**src/rtl/lcsr_pkg.sv**
```systemverilog
package lcsr_pkg;

	// Width of one converter reading.
	localparam int RAW_BITS = 24;

	// Fixed widths of the configuration registers, result fields and tick counter.
	localparam int HALF_W = 8;
	localparam int SETTLE_W = 16;
	localparam int TLIM_W = 24;
	localparam int COEF_W = 16;
	localparam int WLIM_W = 15;
	localparam int WEIGHT_W = 25;
	localparam int TICK_W = 16;

	// Divider and difference widths follow from the reading width.
	localparam int MAG_W = RAW_BITS + 1;
	localparam int DIFF_W = RAW_BITS + 2;
	localparam int BIT_CNT_W = $clog2(RAW_BITS + 1);

	localparam int CFG_IDX_W = 3;
	localparam int CFG_DATA_W = 24;

	localparam int ROUND_BIAS = 50;

	localparam logic [HALF_W-1:0] HALF_RST = HALF_W'(1);
	localparam logic [SETTLE_W-1:0] SETTLE_RST = SETTLE_W'(100);
	localparam logic [TLIM_W-1:0] TLIM_RST = TLIM_W'(25000);
	localparam logic [COEF_W-1:0] COEF_RST = COEF_W'(415);
	localparam logic [WLIM_W-1:0] WLIM_RST = WLIM_W'(5000);

	typedef enum logic [CFG_IDX_W-1:0] {
		CFG_HALF = 3'd0,
		CFG_SETTLE = 3'd1,
		CFG_TLIM = 3'd2,
		CFG_COEF = 3'd3,
		CFG_WLIM = 3'd4
	} cfg_idx_t;

	typedef enum logic [4:0] {
		PH_IDLE = 5'b00001,
		PH_SETTLE = 5'b00010,
		PH_HIGH = 5'b00100,
		PH_LOW = 5'b01000,
		PH_PULSE = 5'b10000
	} phase_t;

	// What the serial sequencer reports for one tick.
	typedef struct packed {
		logic sck;
		logic done;
		logic [RAW_BITS-1:0] raw;
	} rd_t;

endpackage

```
**src/rtl/load_cell_serial_reader_tare_top.sv**
```systemverilog
// Load cell converter reader with tare.
// Input channel (in_valid/in_ready, dout): one beat per prescaler tick, carrying
// the converter's data-out level. Output channel (out_valid/out_ready): one
// beat per input beat, giving the serial clock level, the finished-reading
// flag, the last raw reading, the tare flag and the held weight.
// Configuration channel (cfg_valid/cfg_ready, cfg_index, cfg_data) is always
// ready; it writes half period, settle time, tare limit, coefficient and
// weight limit, and is meant to be used while no tick is in flight.
// An ordinary tick, or a reading that becomes the tare, shows its result
// beat in the cycle after acceptance. A reading that yields a weight runs the
// restoring divider for a 25-bit quotient, one quotient bit per cycle, and its
// beat appears once the divider is done and the finish state has been passed.
// One tick is in flight at a time: in_ready stays low while the divider runs.
// A stalled receiver holds the output beat and keeps in_ready low until the
// beat is taken; in_ready returns in the same cycle the beat is taken.
// Reset puts the sequencer in idle waiting for data-out low, arms tare
// capture, clears offset, weight and raw reading, and loads the default
// configuration values.
module load_cell_serial_reader_tare_top (
	input logic clk,
	input logic arst_n,
	input logic in_valid,
	output logic in_ready,
	input logic dout,
	output logic out_valid,
	input logic out_ready,
	output logic sck,
	output logic sample_done,
	output logic [lcsr_pkg::RAW_BITS-1:0] raw_code,
	output logic tare_taken,
	output logic signed [lcsr_pkg::WEIGHT_W-1:0] weight,
	input logic cfg_valid,
	output logic cfg_ready,
	input logic [lcsr_pkg::CFG_IDX_W-1:0] cfg_index,
	input logic [lcsr_pkg::CFG_DATA_W-1:0] cfg_data
);

	localparam int DIFF_W = lcsr_pkg::DIFF_W;
	localparam int CMP_W = (lcsr_pkg::RAW_BITS > lcsr_pkg::TLIM_W)
		? lcsr_pkg::RAW_BITS : lcsr_pkg::TLIM_W;
	localparam logic signed [DIFF_W-1:0] W_MIN_D =
		{{(DIFF_W - lcsr_pkg::WEIGHT_W + 1){1'b1}}, {(lcsr_pkg::WEIGHT_W - 1){1'b0}}};

	typedef enum logic [2:0] {
		ST_IDLE = 3'b001,
		ST_DIV = 3'b010,
		ST_FIN = 3'b100
	} st_t;

	st_t st_q;

	logic [lcsr_pkg::HALF_W-1:0] half_q;
	logic [lcsr_pkg::SETTLE_W-1:0] settle_q;
	logic [lcsr_pkg::TLIM_W-1:0] tlim_q;
	logic [lcsr_pkg::COEF_W-1:0] coef_q;
	logic [lcsr_pkg::WLIM_W-1:0] wlim_q;

	logic tare_pending_q;
	logic [lcsr_pkg::RAW_BITS-1:0] offset_q;
	logic [lcsr_pkg::RAW_BITS-1:0] raw_last_q;
	logic signed [lcsr_pkg::WEIGHT_W-1:0] weight_held_q;
	logic neg_q;
	logic [lcsr_pkg::WEIGHT_W-1:0] q_q;
	logic upd_q;

	logic out_valid_q;
	logic sck_q;
	logic done_q;
	logic tared_q;

	logic accept;
	lcsr_pkg::rd_t rd;
	logic is_tare;
	logic signed [DIFF_W-1:0] diff;
	logic [DIFF_W-1:0] diff_abs;
	logic div_start;
	logic div_done;
	logic [lcsr_pkg::MAG_W-1:0] quo;
	logic signed [DIFF_W-1:0] qs, qc;

	assign in_ready = (st_q == ST_IDLE) && (!out_valid_q || out_ready);
	assign accept = in_valid && in_ready;
	assign cfg_ready = 1'b1;

	lcsr_seq u_seq (
		.clk(clk),
		.arst_n(arst_n),
		.tick(accept),
		.dout(dout),
		.half_period_ticks(half_q),
		.settle_ticks(settle_q),
		.rd(rd)
	);

	always_comb begin
		is_tare = tare_pending_q && (CMP_W'(rd.raw) < CMP_W'(tlim_q));
		diff = $signed(DIFF_W'(rd.raw)) - $signed(DIFF_W'(offset_q))
			+ $signed(DIFF_W'(lcsr_pkg::ROUND_BIAS));
		diff_abs = diff[DIFF_W-1] ? (-diff) : diff;
		div_start = accept && rd.done && !is_tare;
	end

	lcsr_div u_div (
		.clk(clk),
		.arst_n(arst_n),
		.start(div_start),
		.dividend(diff_abs[lcsr_pkg::MAG_W-1:0]),
		.divisor(coef_q),
		.done(div_done),
		.quotient(quo)
	);

	// Restore the sign, clamp at the bottom of the weight range, and
	// compare against the limit before the value is narrowed.
	always_comb begin
		qs = neg_q ? -$signed({1'b0, quo}) : $signed({1'b0, quo});
		qc = (qs < W_MIN_D) ? W_MIN_D : qs;
	end

	always_ff @(posedge clk or negedge arst_n) begin
		if (!arst_n) begin
			half_q <= lcsr_pkg::HALF_RST;
			settle_q <= lcsr_pkg::SETTLE_RST;
			tlim_q <= lcsr_pkg::TLIM_RST;
			coef_q <= lcsr_pkg::COEF_RST;
			wlim_q <= lcsr_pkg::WLIM_RST;
		end else if (cfg_valid && cfg_ready) begin
			unique case (cfg_index)
				lcsr_pkg::CFG_HALF: half_q <= cfg_data[lcsr_pkg::HALF_W-1:0];
				lcsr_pkg::CFG_SETTLE: settle_q <= cfg_data[lcsr_pkg::SETTLE_W-1:0];
				lcsr_pkg::CFG_TLIM: tlim_q <= cfg_data[lcsr_pkg::TLIM_W-1:0];
				lcsr_pkg::CFG_COEF: coef_q <= cfg_data[lcsr_pkg::COEF_W-1:0];
				lcsr_pkg::CFG_WLIM: wlim_q <= cfg_data[lcsr_pkg::WLIM_W-1:0];
				default: ;
			endcase
		end
	end

	always_ff @(posedge clk or negedge arst_n) begin
		if (!arst_n) begin
			st_q <= ST_IDLE;
			tare_pending_q <= 1'b1;
			offset_q <= '0;
			raw_last_q <= '0;
			weight_held_q <= '0;
			out_valid_q <= 1'b0;
		end else begin
			unique case (st_q)
				ST_IDLE: begin
					if (accept) begin
						if (rd.done) begin
							raw_last_q <= rd.raw;
							if (is_tare) begin
								tare_pending_q <= 1'b0;
								offset_q <= rd.raw;
							end
						end
						// A weight reading waits for the divider before its beat.
						out_valid_q <= !div_start;
						if (div_start) begin
							st_q <= ST_DIV;
						end
					end else if (out_ready) begin
						out_valid_q <= 1'b0;
					end
				end
				ST_DIV: begin
					if (div_done) begin
						st_q <= ST_FIN;
					end
				end
				ST_FIN: begin
					if (upd_q) begin
						weight_held_q <= $signed(q_q);
					end
					out_valid_q <= 1'b1;
					st_q <= ST_IDLE;
				end
				default: st_q <= ST_IDLE;
			endcase
		end
	end

	always_ff @(posedge clk) begin
		if (accept) begin
			sck_q <= rd.sck;
			done_q <= rd.done;
			tared_q <= rd.done && is_tare;
			neg_q <= diff[DIFF_W-1];
		end
		if (div_done) begin
			q_q <= qc[lcsr_pkg::WEIGHT_W-1:0];
			upd_q <= qc < $signed(DIFF_W'(wlim_q));
		end
	end

	assign out_valid = out_valid_q;
	assign sck = sck_q;
	assign sample_done = done_q;
	assign raw_code = raw_last_q;
	assign tare_taken = tared_q;
	assign weight = weight_held_q;

`ifndef NO_ASSERTIONS
	a_tare_once: assert property (@(posedge clk) disable iff (!arst_n)
		!tare_pending_q |=> !tare_pending_q)
		else $error("tare capture re-armed after a tare was taken");

	a_tare_needs_done: assert property (@(posedge clk) disable iff (!arst_n)
		(out_valid_q && tared_q) |-> done_q)
		else $error("tare flag on a beat without a finished reading");

	a_no_accept_busy: assert property (@(posedge clk) disable iff (!arst_n)
		(st_q == ST_DIV || st_q == ST_FIN) |-> (!in_ready && !out_valid_q))
		else $error("tick accepted or beat shown while the divider result is pending");

	a_fin_follows_div: assert property (@(posedge clk) disable iff (!arst_n)
		(st_q == ST_DIV && div_done) |=> (st_q == ST_FIN))
		else $error("divider result was not taken");
`endif

endmodule

```
**src/rtl/lcsr_div.sv**
```systemverilog
module lcsr_div (
	input logic clk,
	input logic arst_n,
	input logic start,
	input logic [lcsr_pkg::MAG_W-1:0] dividend,
	input logic [lcsr_pkg::COEF_W-1:0] divisor,
	output logic done,
	output logic [lcsr_pkg::MAG_W-1:0] quotient
);

	localparam int CNT_W = $clog2(lcsr_pkg::MAG_W);

	logic busy_q;
	logic done_q;
	logic [CNT_W-1:0] cnt_q;
	logic [lcsr_pkg::COEF_W-1:0] rem_q;
	logic [lcsr_pkg::MAG_W-1:0] quo_q;
	logic [lcsr_pkg::COEF_W-1:0] dvs_q;

	logic [lcsr_pkg::COEF_W:0] rem_sh;
	logic ge;
	logic [lcsr_pkg::COEF_W:0] rem_n;

	// One restoring step per cycle: the dividend shifts out of quo_q as
	// quotient bits shift in.
	always_comb begin
		rem_sh = {rem_q, quo_q[lcsr_pkg::MAG_W-1]};
		ge = rem_sh >= {1'b0, dvs_q};
		rem_n = ge ? (rem_sh - {1'b0, dvs_q}) : rem_sh;
	end

	always_ff @(posedge clk or negedge arst_n) begin
		if (!arst_n) begin
			busy_q <= 1'b0;
			done_q <= 1'b0;
			cnt_q <= '0;
		end else begin
			done_q <= 1'b0;
			if (start) begin
				busy_q <= 1'b1;
				cnt_q <= CNT_W'(lcsr_pkg::MAG_W - 1);
			end else if (busy_q) begin
				cnt_q <= cnt_q - 1'b1;
				if (cnt_q == '0) begin
					busy_q <= 1'b0;
					done_q <= 1'b1;
				end
			end
		end
	end

	always_ff @(posedge clk) begin
		if (start) begin
			rem_q <= '0;
			quo_q <= dividend;
			dvs_q <= (divisor == '0) ? lcsr_pkg::COEF_W'(1) : divisor;
		end else if (busy_q) begin
			rem_q <= rem_n[lcsr_pkg::COEF_W-1:0];
			quo_q <= {quo_q[lcsr_pkg::MAG_W-2:0], ge};
		end
	end

	assign done = done_q;
	assign quotient = quo_q;

endmodule

```
**src/rtl/lcsr_seq.sv**
```systemverilog
module lcsr_seq (
	input logic clk,
	input logic arst_n,
	input logic tick,
	input logic dout,
	input logic [lcsr_pkg::HALF_W-1:0] half_period_ticks,
	input logic [lcsr_pkg::SETTLE_W-1:0] settle_ticks,
	output lcsr_pkg::rd_t rd
);

	lcsr_pkg::phase_t ph_q, ph_n;
	logic [lcsr_pkg::TICK_W-1:0] tc_q, tc_n, tc_inc, half_ext;
	logic [lcsr_pkg::RAW_BITS-1:0] sh_q, sh_n;
	logic [lcsr_pkg::BIT_CNT_W-1:0] bc_q, bc_n;
	logic done;

	always_comb begin
		ph_n = ph_q;
		tc_n = tc_q;
		sh_n = sh_q;
		bc_n = bc_q;
		done = 1'b0;
		tc_inc = tc_q + 1'b1;
		// A half period of zero behaves as one tick.
		half_ext = (half_period_ticks == '0) ? lcsr_pkg::TICK_W'(1)
			: lcsr_pkg::TICK_W'(half_period_ticks);
		unique case (ph_q)
			lcsr_pkg::PH_IDLE: begin
				if (!dout) begin
					sh_n = '0;
					bc_n = '0;
					tc_n = '0;
					ph_n = lcsr_pkg::PH_SETTLE;
				end
			end
			lcsr_pkg::PH_SETTLE: begin
				if (tc_q >= settle_ticks) begin
					tc_n = '0;
					ph_n = lcsr_pkg::PH_HIGH;
				end else begin
					tc_n = tc_inc;
				end
			end
			lcsr_pkg::PH_HIGH: begin
				tc_n = tc_inc;
				if (tc_inc >= half_ext) begin
					tc_n = '0;
					ph_n = lcsr_pkg::PH_LOW;
				end
			end
			lcsr_pkg::PH_LOW: begin
				// The bit is sampled on the first tick after the clock falls.
				if (tc_q == '0) begin
					sh_n = {sh_q[lcsr_pkg::RAW_BITS-2:0], dout};
					bc_n = bc_q + 1'b1;
				end
				tc_n = tc_inc;
				if (tc_inc >= half_ext) begin
					tc_n = '0;
					ph_n = (bc_n >= lcsr_pkg::BIT_CNT_W'(lcsr_pkg::RAW_BITS))
						? lcsr_pkg::PH_PULSE : lcsr_pkg::PH_HIGH;
				end
			end
			lcsr_pkg::PH_PULSE: begin
				tc_n = tc_inc;
				if (tc_inc >= half_ext) begin
					tc_n = '0;
					ph_n = lcsr_pkg::PH_IDLE;
					done = 1'b1;
				end
			end
			default: begin
				ph_n = lcsr_pkg::PH_IDLE;
				tc_n = '0;
			end
		endcase
	end

	always_ff @(posedge clk or negedge arst_n) begin
		if (!arst_n) begin
			ph_q <= lcsr_pkg::PH_IDLE;
			tc_q <= '0;
			sh_q <= '0;
			bc_q <= '0;
		end else if (tick) begin
			ph_q <= ph_n;
			tc_q <= tc_n;
			sh_q <= sh_n;
			bc_q <= bc_n;
		end
	end

	always_comb begin
		rd.sck = (ph_n == lcsr_pkg::PH_HIGH) || (ph_n == lcsr_pkg::PH_PULSE);
		rd.done = done;
		rd.raw = sh_q;
	end

endmodule

```
**config.mk**
```make
export PLATFORM = sky130hd
export DESIGN_NAME = load_cell_serial_reader_tare_top
export DESIGN_NICKNAME = d
export VERILOG_FILES = /design/src/rtl/lcsr_pkg.sv /design/src/rtl/load_cell_serial_reader_tare_top.sv /design/src/rtl/lcsr_div.sv /design/src/rtl/lcsr_seq.sv
export SDC_FILE = /design/constraint.sdc
export NUM_CORES = 1
export LEC_CHECK = 0
export BUFFER_PORTS_ARGS = -buffer_cell sky130_fd_sc_hd__buf_2
export CORE_MARGIN = 1.5
export CORE_UTILIZATION = 55
export DETAILED_ROUTE_END_ITERATION = 8
export MAX_ROUTING_LAYER = met4
export PLACE_DENSITY = 0.82
export SYNTH_ARGS = -nofsm -noshare
export SYNTH_HDL_FRONTEND = slang
export SYNTH_HIERARCHICAL = 1
export SYNTH_SLANG_ARGS = --single-unit
```
**constraint.sdc**
```tcl
create_clock -name clk -period 4.6 [get_ports clk]
set_input_delay 0.46 -clock clk [delete_from_list [all_inputs] [get_ports clk]]
set_output_delay 0.46 -clock clk [all_outputs]
set_load 0.01 [all_outputs]
```
=== Yosys cells after proc, flatten, opt, wreduce, memory -nomap -nowiden ===
Cells that the tools add are included.

* Register bits after elaboration: 301
* Input bits: 33
* Logic and storage cells: 137

* Mux-type cells: 42
* Magnitude comparators: 7
* Reduce and logical (&&, ||, !) cells: 33
* Eq/ne operators: 20
* Add/subtract/negate cells: 8

{| class="wikitable"
|+ Operators with widths
! kind !! count
|-
| 2-to-1 mux 25 bit || 3
|-
| 2-to-1 mux 16 bit || 4
|-
| 2-to-1 mux 5 bit || 11
|-
| 2-to-1 mux 26 bit || 2
|-
| 2-to-1 mux 24 bit || 2
|-
| one-hot mux 16 bit (3 select lines) || 1
|-
| one-hot mux 24 bit (2 select lines) || 1
|-
| greater-or-equal comparator 16 bit || 2
|-
| logical NOT 16 bit || 2
|-
| adder 25 x 7 -> 26 bit (second input constant) || 1
|-
| less-than comparator 26 x 16 -> 1 bit || 1
|-
| less-than comparator 26 x 25 -> 1 bit (second input constant) || 1
|-
| negation 25 -> 26 bit || 1
|-
| negation 25 bit || 1
|-
| one-hot mux 5 bit (5 select lines) || 1
|-
| subtractor 24 x 24 -> 25 bit || 1
|-
| less-than comparator 24 bit || 1
|-
| greater-or-equal comparator 17 x 16 -> 1 bit || 1
|-
| adder 16 x 1 -> 16 bit (second input constant) || 1
|-
| AND reduction 2 bit || 8
|-
| subtractor 16 bit || 1
|-
| == test 5 x 3 -> 1 bit (second input constant) || 2
|-
| == test 5 bit (second input constant) || 2
|-
| 2-to-1 mux 1 bit || 10
|-
| 27 further kinds || 49
|}

=== Depth between registers and ports, before layout ===
Gate-level depths: netlist of run 1.

* Depth after elaboration: 10
* Depth in mapped cells: 20
* Gate-level depth less buffers: 18

=== Modules after synthesis ===
Netlist of run 1, hierarchy kept.

{| class="wikitable"
|+ By module, submodules not included
! module !! area each (µm²) !! seq. area each (µm²) !! times used !! cells each
|-
| load_cell_serial_reader_tare_top || 11,487.3 || 4,859.7 || 1 || 1,154
|-
| lcsr_div || 3,513.4 || 1,726.7 || 1 || 310
|-
| lcsr_seq || 3,221.8 || 1,252.5 || 1 || 337
|}

=== Least setup slack after synthesis of run 1 ===
Ideal clock, no wire load.

* Path type: reg-to-reg
* From: register u_seq/tc_q[2] in the netlist's numbering
* To: register u_div.quo_q, in the netlist u_div/quotient[0] (enable)
* Stages on the path, launching flop included: 20
* Arrival: 4.582 ns
* Path slack: -0.355 ns
* Path through: dfrtp_1 > buf_2 > nand4_1 > nor2_1 > xor2_1 > ha_1 > a21oi_1 > o21a_1 > o31ai_1 > a2111o_1 > nor2_2 > nor2_1 > buf_4 > nand2_1 > clkbuf_1 > clkbuf_1 > nor2_1 > clkbuf_1 > nor2_1 > inv_1

* Word-level cells in the longest chain between the ends: 7

{| class="wikitable"
|+ RTL lines
! what !! line !! RTL
|-
| start: declaration || lcsr_seq.sv:12 || <nowiki>logic [lcsr_pkg::TICK_W-1:0] tc_q, tc_n, tc_inc, half_ext;</nowiki>
|-
| start signal: assignment || lcsr_seq.sv:87 || <nowiki>tc_q <= tc_n;</nowiki>
|-
| adder 16 x 1 -> 16 bit || lcsr_seq.sv:23 || <nowiki>tc_inc = tc_q + 1'b1;</nowiki>
|-
| greater-or-equal comparator 16 bit || lcsr_seq.sv:66 || <nowiki>if (tc_inc >= half_ext) begin</nowiki>
|-
| 2-to-1 mux 1 bit || lcsr_seq.sv:66 ||
|-
| 2-to-1 mux 1 bit || lcsr_seq.sv:27 || <nowiki>unique case (ph_q)</nowiki>
|-
| named net u_seq.done || lcsr_seq.sv:15 || <nowiki>logic done;</nowiki>
|-
| logical AND 1 bit (2 in a row) || load_cell_serial_reader_tare_top.sv:100 || <nowiki>div_start = accept && rd.done && !is_tare;</nowiki>
|-
| named net div_start || load_cell_serial_reader_tare_top.sv:76 || <nowiki>logic div_start;</nowiki>
|-
| nonzero test 2 bit (no line) || - ||
|-
| end signal: assignment || lcsr_div.sv:55 || <nowiki>quo_q <= dividend;</nowiki>
|-
| end signal: assignment || lcsr_div.sv:59 || <nowiki>quo_q <= {quo_q[lcsr_pkg::MAG_W-2:0], ge};</nowiki>
|-
| end: declaration || lcsr_div.sv:17 || <nowiki>logic [lcsr_pkg::MAG_W-1:0] quo_q;</nowiki>
|}

The timed path passes the listed nets, and every way through them passes these cells.
A chain may end at the register's enable or synchronous reset.

=== Worst setup path in the final report of run 1 ===
* From: register u_div.quo_q, in the netlist u_div/quotient[1]
* To: register upd_q (data pin)

* Word-level cells in the longest chain between the ends: 5

{| class="wikitable"
|+ RTL lines
! what !! line !! RTL
|-
| negation 25 -> 26 bit || load_cell_serial_reader_tare_top.sv:116 || <nowiki>qs = neg_q ? -$signed({1'b0, quo}) : $signed({1'b0, quo});</nowiki>
|-
| 2-to-1 mux 26 bit (*) || load_cell_serial_reader_tare_top.sv:116 ||
|-
| less-than comparator 26 x 25 -> 1 bit || load_cell_serial_reader_tare_top.sv:117 || <nowiki>qc = (qs < W_MIN_D) ? W_MIN_D : qs;</nowiki>
|-
| 2-to-1 mux 26 bit (*) || load_cell_serial_reader_tare_top.sv:117 ||
|-
| named net qc[3] || load_cell_serial_reader_tare_top.sv:79 || <nowiki>logic signed [DIFF_W-1:0] qs, qc;</nowiki>
|-
| less-than comparator 26 x 16 -> 1 bit (*) || load_cell_serial_reader_tare_top.sv:193 || <nowiki>upd_q <= qc < $signed(DIFF_W'(wlim_q));</nowiki>
|-
| end signal: assignment || load_cell_serial_reader_tare_top.sv:193 ||
|-
| end: declaration || load_cell_serial_reader_tare_top.sv:64 || <nowiki>logic upd_q;</nowiki>
|}

The timed path passes the listed nets; every way through them passes the cells marked *.

==> reports/results.tsv, run 1 <==
metric	value	unit
end_kind	flop	
core-area	32540	um2
fmax	226.5	MHz
antenna_found_initial	0	
required	4.99	ns
die_h	185.0	um
dp_hpwl	30350	um
status	completed	
synth_cell_types	106	
area_growth	13.97	%
cts_tree	built	
skew	0.01346	ns
worst_ep_arrival_time	4.80	ns
first_global_vias	13640	
synth_top_flop_cell	dfrtp_1	
drv_slew	0	
cts_inserted_buffers	30	
power.density	404.5	nW/um2
grt-ovfl-total	0	
synth.area.top_cells	dfrtp_1, edfxtp_1, mux2_2	
min_period	4.416	ns
grt_use_total	0.2535	
hold_path_class	in -> reg	
drc	0	
wire_per_inst	17.44	um
leakage	9.574	nW
path_max_fanout	9	
fin_crit_sh	0.9599	
drtPass1Iterations	6	
peakVddDrop	290.3	uV
io_pins	88	
fill_cells	2598	
switching_share	0.3139	
rows	66	
synthArstFlopShare	0.7110	
ant_nets	0	
port_buffers	86	
max_slew_margin	0.2904	
netlist_instances	1801	
cts_buffer_depth	3	
ys_top_cells_by_count	dfrtp_1, nand2_1, mux2_2	
setup_viol	0	
clk_latency	0.56	ns
syn_nets	1946	
syn_area	18220	um2
path_class	reg -> reg	
grt_pass1_wl	68380	um
synth_area_per_cell	10.12	um2
cts-root-buf	clkbuf_16	
synth_edf_count	71	
tightest_slew	1.062	ns
die_w	185.0	um
design_area	20770	um2
maxCapViolCount	0	
synth_top_cell_by_area	dfrtp_1	
yosys_warnings	6	
drive_gt1_frac	0.2369	
cts.reportedPaths.clkPinSlew	0.06	ns
power_frac_seq	0.423	
pre_cts_slack	-0.001382	ns
drtIter0Drc	970	
p_switching	2.637	mW
cp-start-kind	flop	
placed_area	19470	um2
combinationalPowerShare	0.280	
synth_most_common_cell	dfrtp_1	
r2r_slack	0.18	ns
globalplace.congestion	0.9219	
num_vias	13960	
nNetsFinal	2067	
hold_violations	0	
grt_max_degree	89	
synth_top_area_frac	0.2595	
initial_core_util	0.5601	
power.internal	5.763	mW
htreeDepth	1	
clock-sinks	301	
p_clk_frac	0.297	
layout_setup_ws	0.1843	ns
ys_seq_area_frac	0.4302	
via_per_inst	5.845	
total_power	8.400	mW
dieArea	34230	um2
synth_seq_cells	301	
wirelength	41660	um
## cell families after synthesis
logic type,after synthesis,share of synthesized area
AOI/OAI and AO/OA,410,0.1562
xor gates and xnor gates,85,0.04085
adders and majority gates,112,0.07773
buffers and inverters,215,0.04676
DFF,301,0.4302
muxes,162,0.09887
other,1,0.0002058
and+or+nand+nor,515,0.1492
## flip-flops by register name, summed over array words and instances (netlist names), 3 cells and up
register,cells
raw_code,24
u_seq/ph_q,5
u_div/quotient,25
tlim_q,24
wlim_q,15
settle_q,16
half_q,8
u_seq/tc_q,16
st_q,3
offset_q,24
q_q,25
u_div/cnt_q,5
u_seq/bc_q,5
u_div/rem_q,16
u_seq/sh_q,24
weight,25
u_div/dvs_q,16
coef_q,16
## final timing paths
kind,start,end,cells past startpoint
max,u_div/quotient[1],upd_q,17
min,cfg_data[22],tlim_q[22],3
max reg2reg,u_div/quotient[1],upd_q,17
min reg2reg,q_q[19],weight[19],1
max in group asynchronous,arst_n,tare_pending_q,3
min in group asynchronous,arst_n,weight[21],2
## placed cells by master, fill, tap and decap left out, types with 16 or more instances in the layout
cell,count
buf_2,85
buf_4,82
ha_1,110
nand4_1,30
nand2b_1,29
a22o_1,32
xnor2_1,56
nand2_1,150
dfrtp_1,189
nor2b_1,24
mux2i_1,21
nor3_1,29
dfxtp_1,16
nand3_1,32
dfstp_2,25
clkbuf_16,32
mux2_2,140
o21ai_0,107
a21o_1,31
or3_1,20
and2_1,17
a211oi_1,17
nor2_1,83
a21oi_1,72
inv_1,130
xor2_1,27
edfxtp_1,71
## per-stage QoR
stage                 util  hold WS (ns)    TNS, ns  cells
CTS                 0.6303       0.09730          0   2376
global placement    0.5984        0.4500          0   2319
global route        0.6382        0.1083   -0.05487   2388
finish              0.6383        0.1092          0   2389
detailed placement  0.5984        0.4555  -0.001382   2319
floorplan                -        0.1644          0   1801
## worst max-delay path, cell delays in order (launching register included)
cell,delay [ns]
edfxtp_1,0.40
inv_1,0.10
ha_1,0.16
or3b_2,0.45
or3_1,0.34
or3_1,0.34
or3_4,0.35
mux2_4,0.32
or2_4,0.28
nand2b_1,0.16
o21ai_2,0.13
ha_1,0.26
a21o_1,0.18
a21oi_1,0.14
nor2b_1,0.07
o31ai_2,0.26
a21oi_1,0.11
o31ai_1,0.20
## power groups by stage
stage	registers [mW]	clock network [mW]	logic, mW
final	3.56	2.50	2.35
after global routing	3.61	2.63	2.63
after CTS	3.55	2.54	2.31
after detailed placement	3.59	0	2.28
after global placement	3.57	0	2.20
after floorplan	3.52	0	1.71
## what timing repair did
| action | 4_1_cts | 5_1_grt |
|---|---|---|
| resized for setup | 2 | 32 |
| pin swaps | 0 | 12 |
| endpoints found under the hold margin | 67 | 0 |
| hold buffers | 1 | 0 |
| endpoints found under the setup margin | 1 | 58 |
| setup buffers | 0 | 12 |
## per-layer routing
layer  vias to the layer above  GRT usage  routed length (um)
met1                      6776     0.3358               19120
met3                        88    0.03225                1840
met4                         0    0.07870                1196
met2                       339     0.4071               19500
met5                         -          -                   0
li1                       6760          -                   -
## final cells by class
type | instances | area (um2) | area share
clock buffers | 41 | 884.6 | 0.04259
diodes | 1 | 2.502 | 0.0001205
inverters | 132 | 499.2 | 0.02404
repair buffers | 172 | 1116 | 0.05374
clock inverters | 15 | 138.9 | 0.006687
multi-input cells | 1285 | 9736 | 0.4688
flip-flops and latches | 301 | 7839 | 0.3774
well taps | 442 | 553.0 | 0.02663
Note: power is estimated with default switching activity, not from simulation.
==> inputs of run 2 (changes only) <==
--- a/config.mk
+++ b/config.mk
@@ -6,11 +6,14 @@
 export NUM_CORES = 1
 export LEC_CHECK = 0
 export BUFFER_PORTS_ARGS = -buffer_cell sky130_fd_sc_hd__buf_2
+export CAP_MARGIN = 5
+export CELL_PAD_IN_SITES_DETAIL_PLACEMENT = 0
+export CELL_PAD_IN_SITES_GLOBAL_PLACEMENT = 1
 export CORE_MARGIN = 1.5
-export CORE_UTILIZATION = 55
+export CORE_UTILIZATION = 45
 export DETAILED_ROUTE_END_ITERATION = 8
 export MAX_ROUTING_LAYER = met4
-export PLACE_DENSITY = 0.82
+export PLACE_DENSITY = 0.84
 export SYNTH_ARGS = -nofsm -noshare
 export SYNTH_HDL_FRONTEND = slang
 export SYNTH_HIERARCHICAL = 1
==> run 2 against run 1 <==
  * First-iteration DRC count decreased by 15%
  * Non-clock buffer count grew 11
  * Core utilization fell by 11 points
  * Largest cell class unchanged
  * Largest power group unchanged
  * Final cell count grew 4.1%
==> reports/results.tsv, run 2 (synthesis results as in run 1) <==
metric	value	unit	change
fill_cells	3600		was 2598
initial_core_util	0.4576		was 0.5601
min_period	4.412	ns	was 4.416 ns
grt_use_total	0.2085		was 0.2535
path_max_fanout	5		was 9
combinationalPowerShare	0.276		was 0.280
total_power	8.633	mW	was 8.400 mW
final_cell_mix	dfrtp_1, nand2_1, mux2_2		unchanged
hold_path_class	in -> reg		unchanged
die_w	204.2	um	was 185.0 um
layout_commonest_cell	dfrtp_1		unchanged
finalSetupTns	0	ns	unchanged
power.internal	5.959	mW	was 5.763 mW
fin_crit_sh	0.9591		was 0.9599
drtPass1Iterations	4		was 6
ant_nets	0		unchanged
status	completed		unchanged
via_per_inst	5.544		was 5.845
wirelength	42230	um	was 41660 um
cts_tree	built		unchanged
skew	0.02932	ns	was 0.01346 ns
power_frac_seq	0.409		was 0.423
switching_share	0.3097		was 0.3139
wire_per_inst	16.98	um	was 17.44 um
grt_max_degree	123		was 89
dieArea	41710	um2	was 34230 um2
required	4.96	ns	was 4.99 ns
clk_latency	0.54	ns	was 0.56 ns
cp-start-kind	flop		unchanged
hold_violations	0		unchanged
port_buffers	86		unchanged
regArea	7839	um2	unchanged
p_clk_frac	0.315		was 0.297
p_switching	2.674	mW	was 2.637 mW
antenna_found_initial	1		was 0
grt_pass1_wl	68390	um	was 68380 um
dp_hpwl	31420	um	was 30350 um
n_antenna_cell	0		was 1
core-area	39820	um2	was 32540 um2
cts_buffer_depth	3		unchanged
pre_cts_slack	0.02386	ns	was -0.001382 ns
io_pins	88		unchanged
globalplace.congestion	0.9017		was 0.9219
leakage	9.681	nW	was 9.574 nW
cts.reportedPaths.clkPinSlew	0.06	ns	about the same
num_vias	13790		was 13960
end_kind	flop		unchanged
cts_inserted_buffers	34		was 30
power.density	410.8	nW/um2	was 404.5 nW/um2
maxCapViolCount	0		unchanged
peakVddDrop	239.4	uV	was 290.3 uV
path_class	reg -> reg		unchanged
fmax	226.7	MHz	was 226.5 MHz
cts-root-buf	clkbuf_16		unchanged
tightest_slew	1.065	ns	was 1.062 ns
rows	73		was 66
setup_viol	0		unchanged
first_global_vias	13220		was 13640
max_slew_margin	0.2884		was 0.2904
worst_hold_slack	0.1505	ns	was 0.1092 ns
nNetsFinal	2082		was 2067
clock-sinks	301		unchanged
drc	0		unchanged
multi_input_area	9691	um2	was 9736 um2
area_growth	15.32	%	was 13.97%
worst_ep_arrival_time	4.77	ns	was 4.80 ns
final_util	0.5277		was 0.6383
drtIter0Drc	828		was 970
layout_setup_ws	0.1883	ns	was 0.1843 ns
grt-ovfl-total	0		unchanged
drv_slew	0		unchanged
drive_gt1_frac	0.2426		was 0.2369
die_h	204.2	um	was 185.0 um
htreeDepth	2		was 1
run 2: changes by cell type in the layout (fill, tap and decap cells not counted), moves of 3 or more:
cell	previous run	this run
buf_4	82	93
clkbuf_8	6	0
clkinv_2	4	10
clkbuf_16	32	35
o31ai_1	13	16
run 2: cell type report:
| cell class | instances | area share |
|---|---|---|
| Clock buffer | 39 | 0.04239 |
| Clock inverter | 22 | 0.01090 |
| Inverter | 132 | 0.02376 |
| Multi-Input combinational cell | 1285 | 0.4611 |
| Sequential cell | 301 | 0.3730 |
| Tap cell | 525 | 0.03126 |
| Timing Repair Buffer | 183 | 0.05752 |
run 2: critical path, cell delays in order (launching register included):
cell and delay (ns):
edfxtp_1 0.38, inv_1 0.09, ha_2 0.18, or3b_4 0.37
or3_4 0.34, or3_4 0.34, or3_4 0.34, mux2_4 0.31
or2_4 0.25, buf_4 0.16, nand2b_1 0.16, o21ai_2 0.17
ha_1 0.26, a21o_1 0.18, a21oi_1 0.14, nor2b_1 0.07
o31ai_1 0.23, a21oi_1 0.09, o31ai_1 0.19
run 2: worst paths after layout:
path                              startpoint      endpoint  slack (ns)  cells past startpoint
setup / recovery           u_div/quotient[0]         upd_q        0.19                     18
hold / removal                  cfg_data[19]    tlim_q[19]        0.15                      3
setup reg to reg           u_div/quotient[0]         upd_q        0.19                     18
hold reg to reg                      q_q[13]    weight[13]        0.48                      1
max in group asynchronous             arst_n  raw_code[19]        2.90                      3
min in group asynchronous             arst_n  u_div/busy_q        0.54                      2
run 2: per-stage QoR:
stage                     instance area, um2  std cells
after global routing                   21010       2487
after global placement                 19720       2419
after floorplan                        18240       1801
after detailed placement               19720       2419
final                                  21010       2487
after CTS                              20850       2481
run 2: power by group through the flow:
stage	Sequential [mW]	Combinational (mW)	Clock [mW]
2_1_floorplan	3.52	1.71	0
3_3_place_gp	3.56	2.28	0
3_5_place_dp	3.58	2.35	0
4_1_cts	3.53	2.36	2.79
5_1_grt	3.59	2.66	2.89
6_report	3.53	2.38	2.72
run 2: metal layers:
| layer | track usage | vias up | wire length, um |
|---|---|---|---|
| li1 | - | 6786 | - |
| met1 | 0.2831 | 6703 | 20300 |
| met2 | 0.3255 | 237 | 19440 |
| met3 | 0.02726 | 61 | 1545 |
| met4 | 0.06276 | 0 | 932 |
| met5 | - | - | 0 |
run 2: what timing repair did:
item / in CTS / in global routing
hold buffers: 1 / 0
buffers inserted: 0 / 6
hold endpoints to repair: 55 / 0
pin swaps: 0 / 11
endpoints found under the setup margin: 1 / 17
resized for setup: 1 / 26
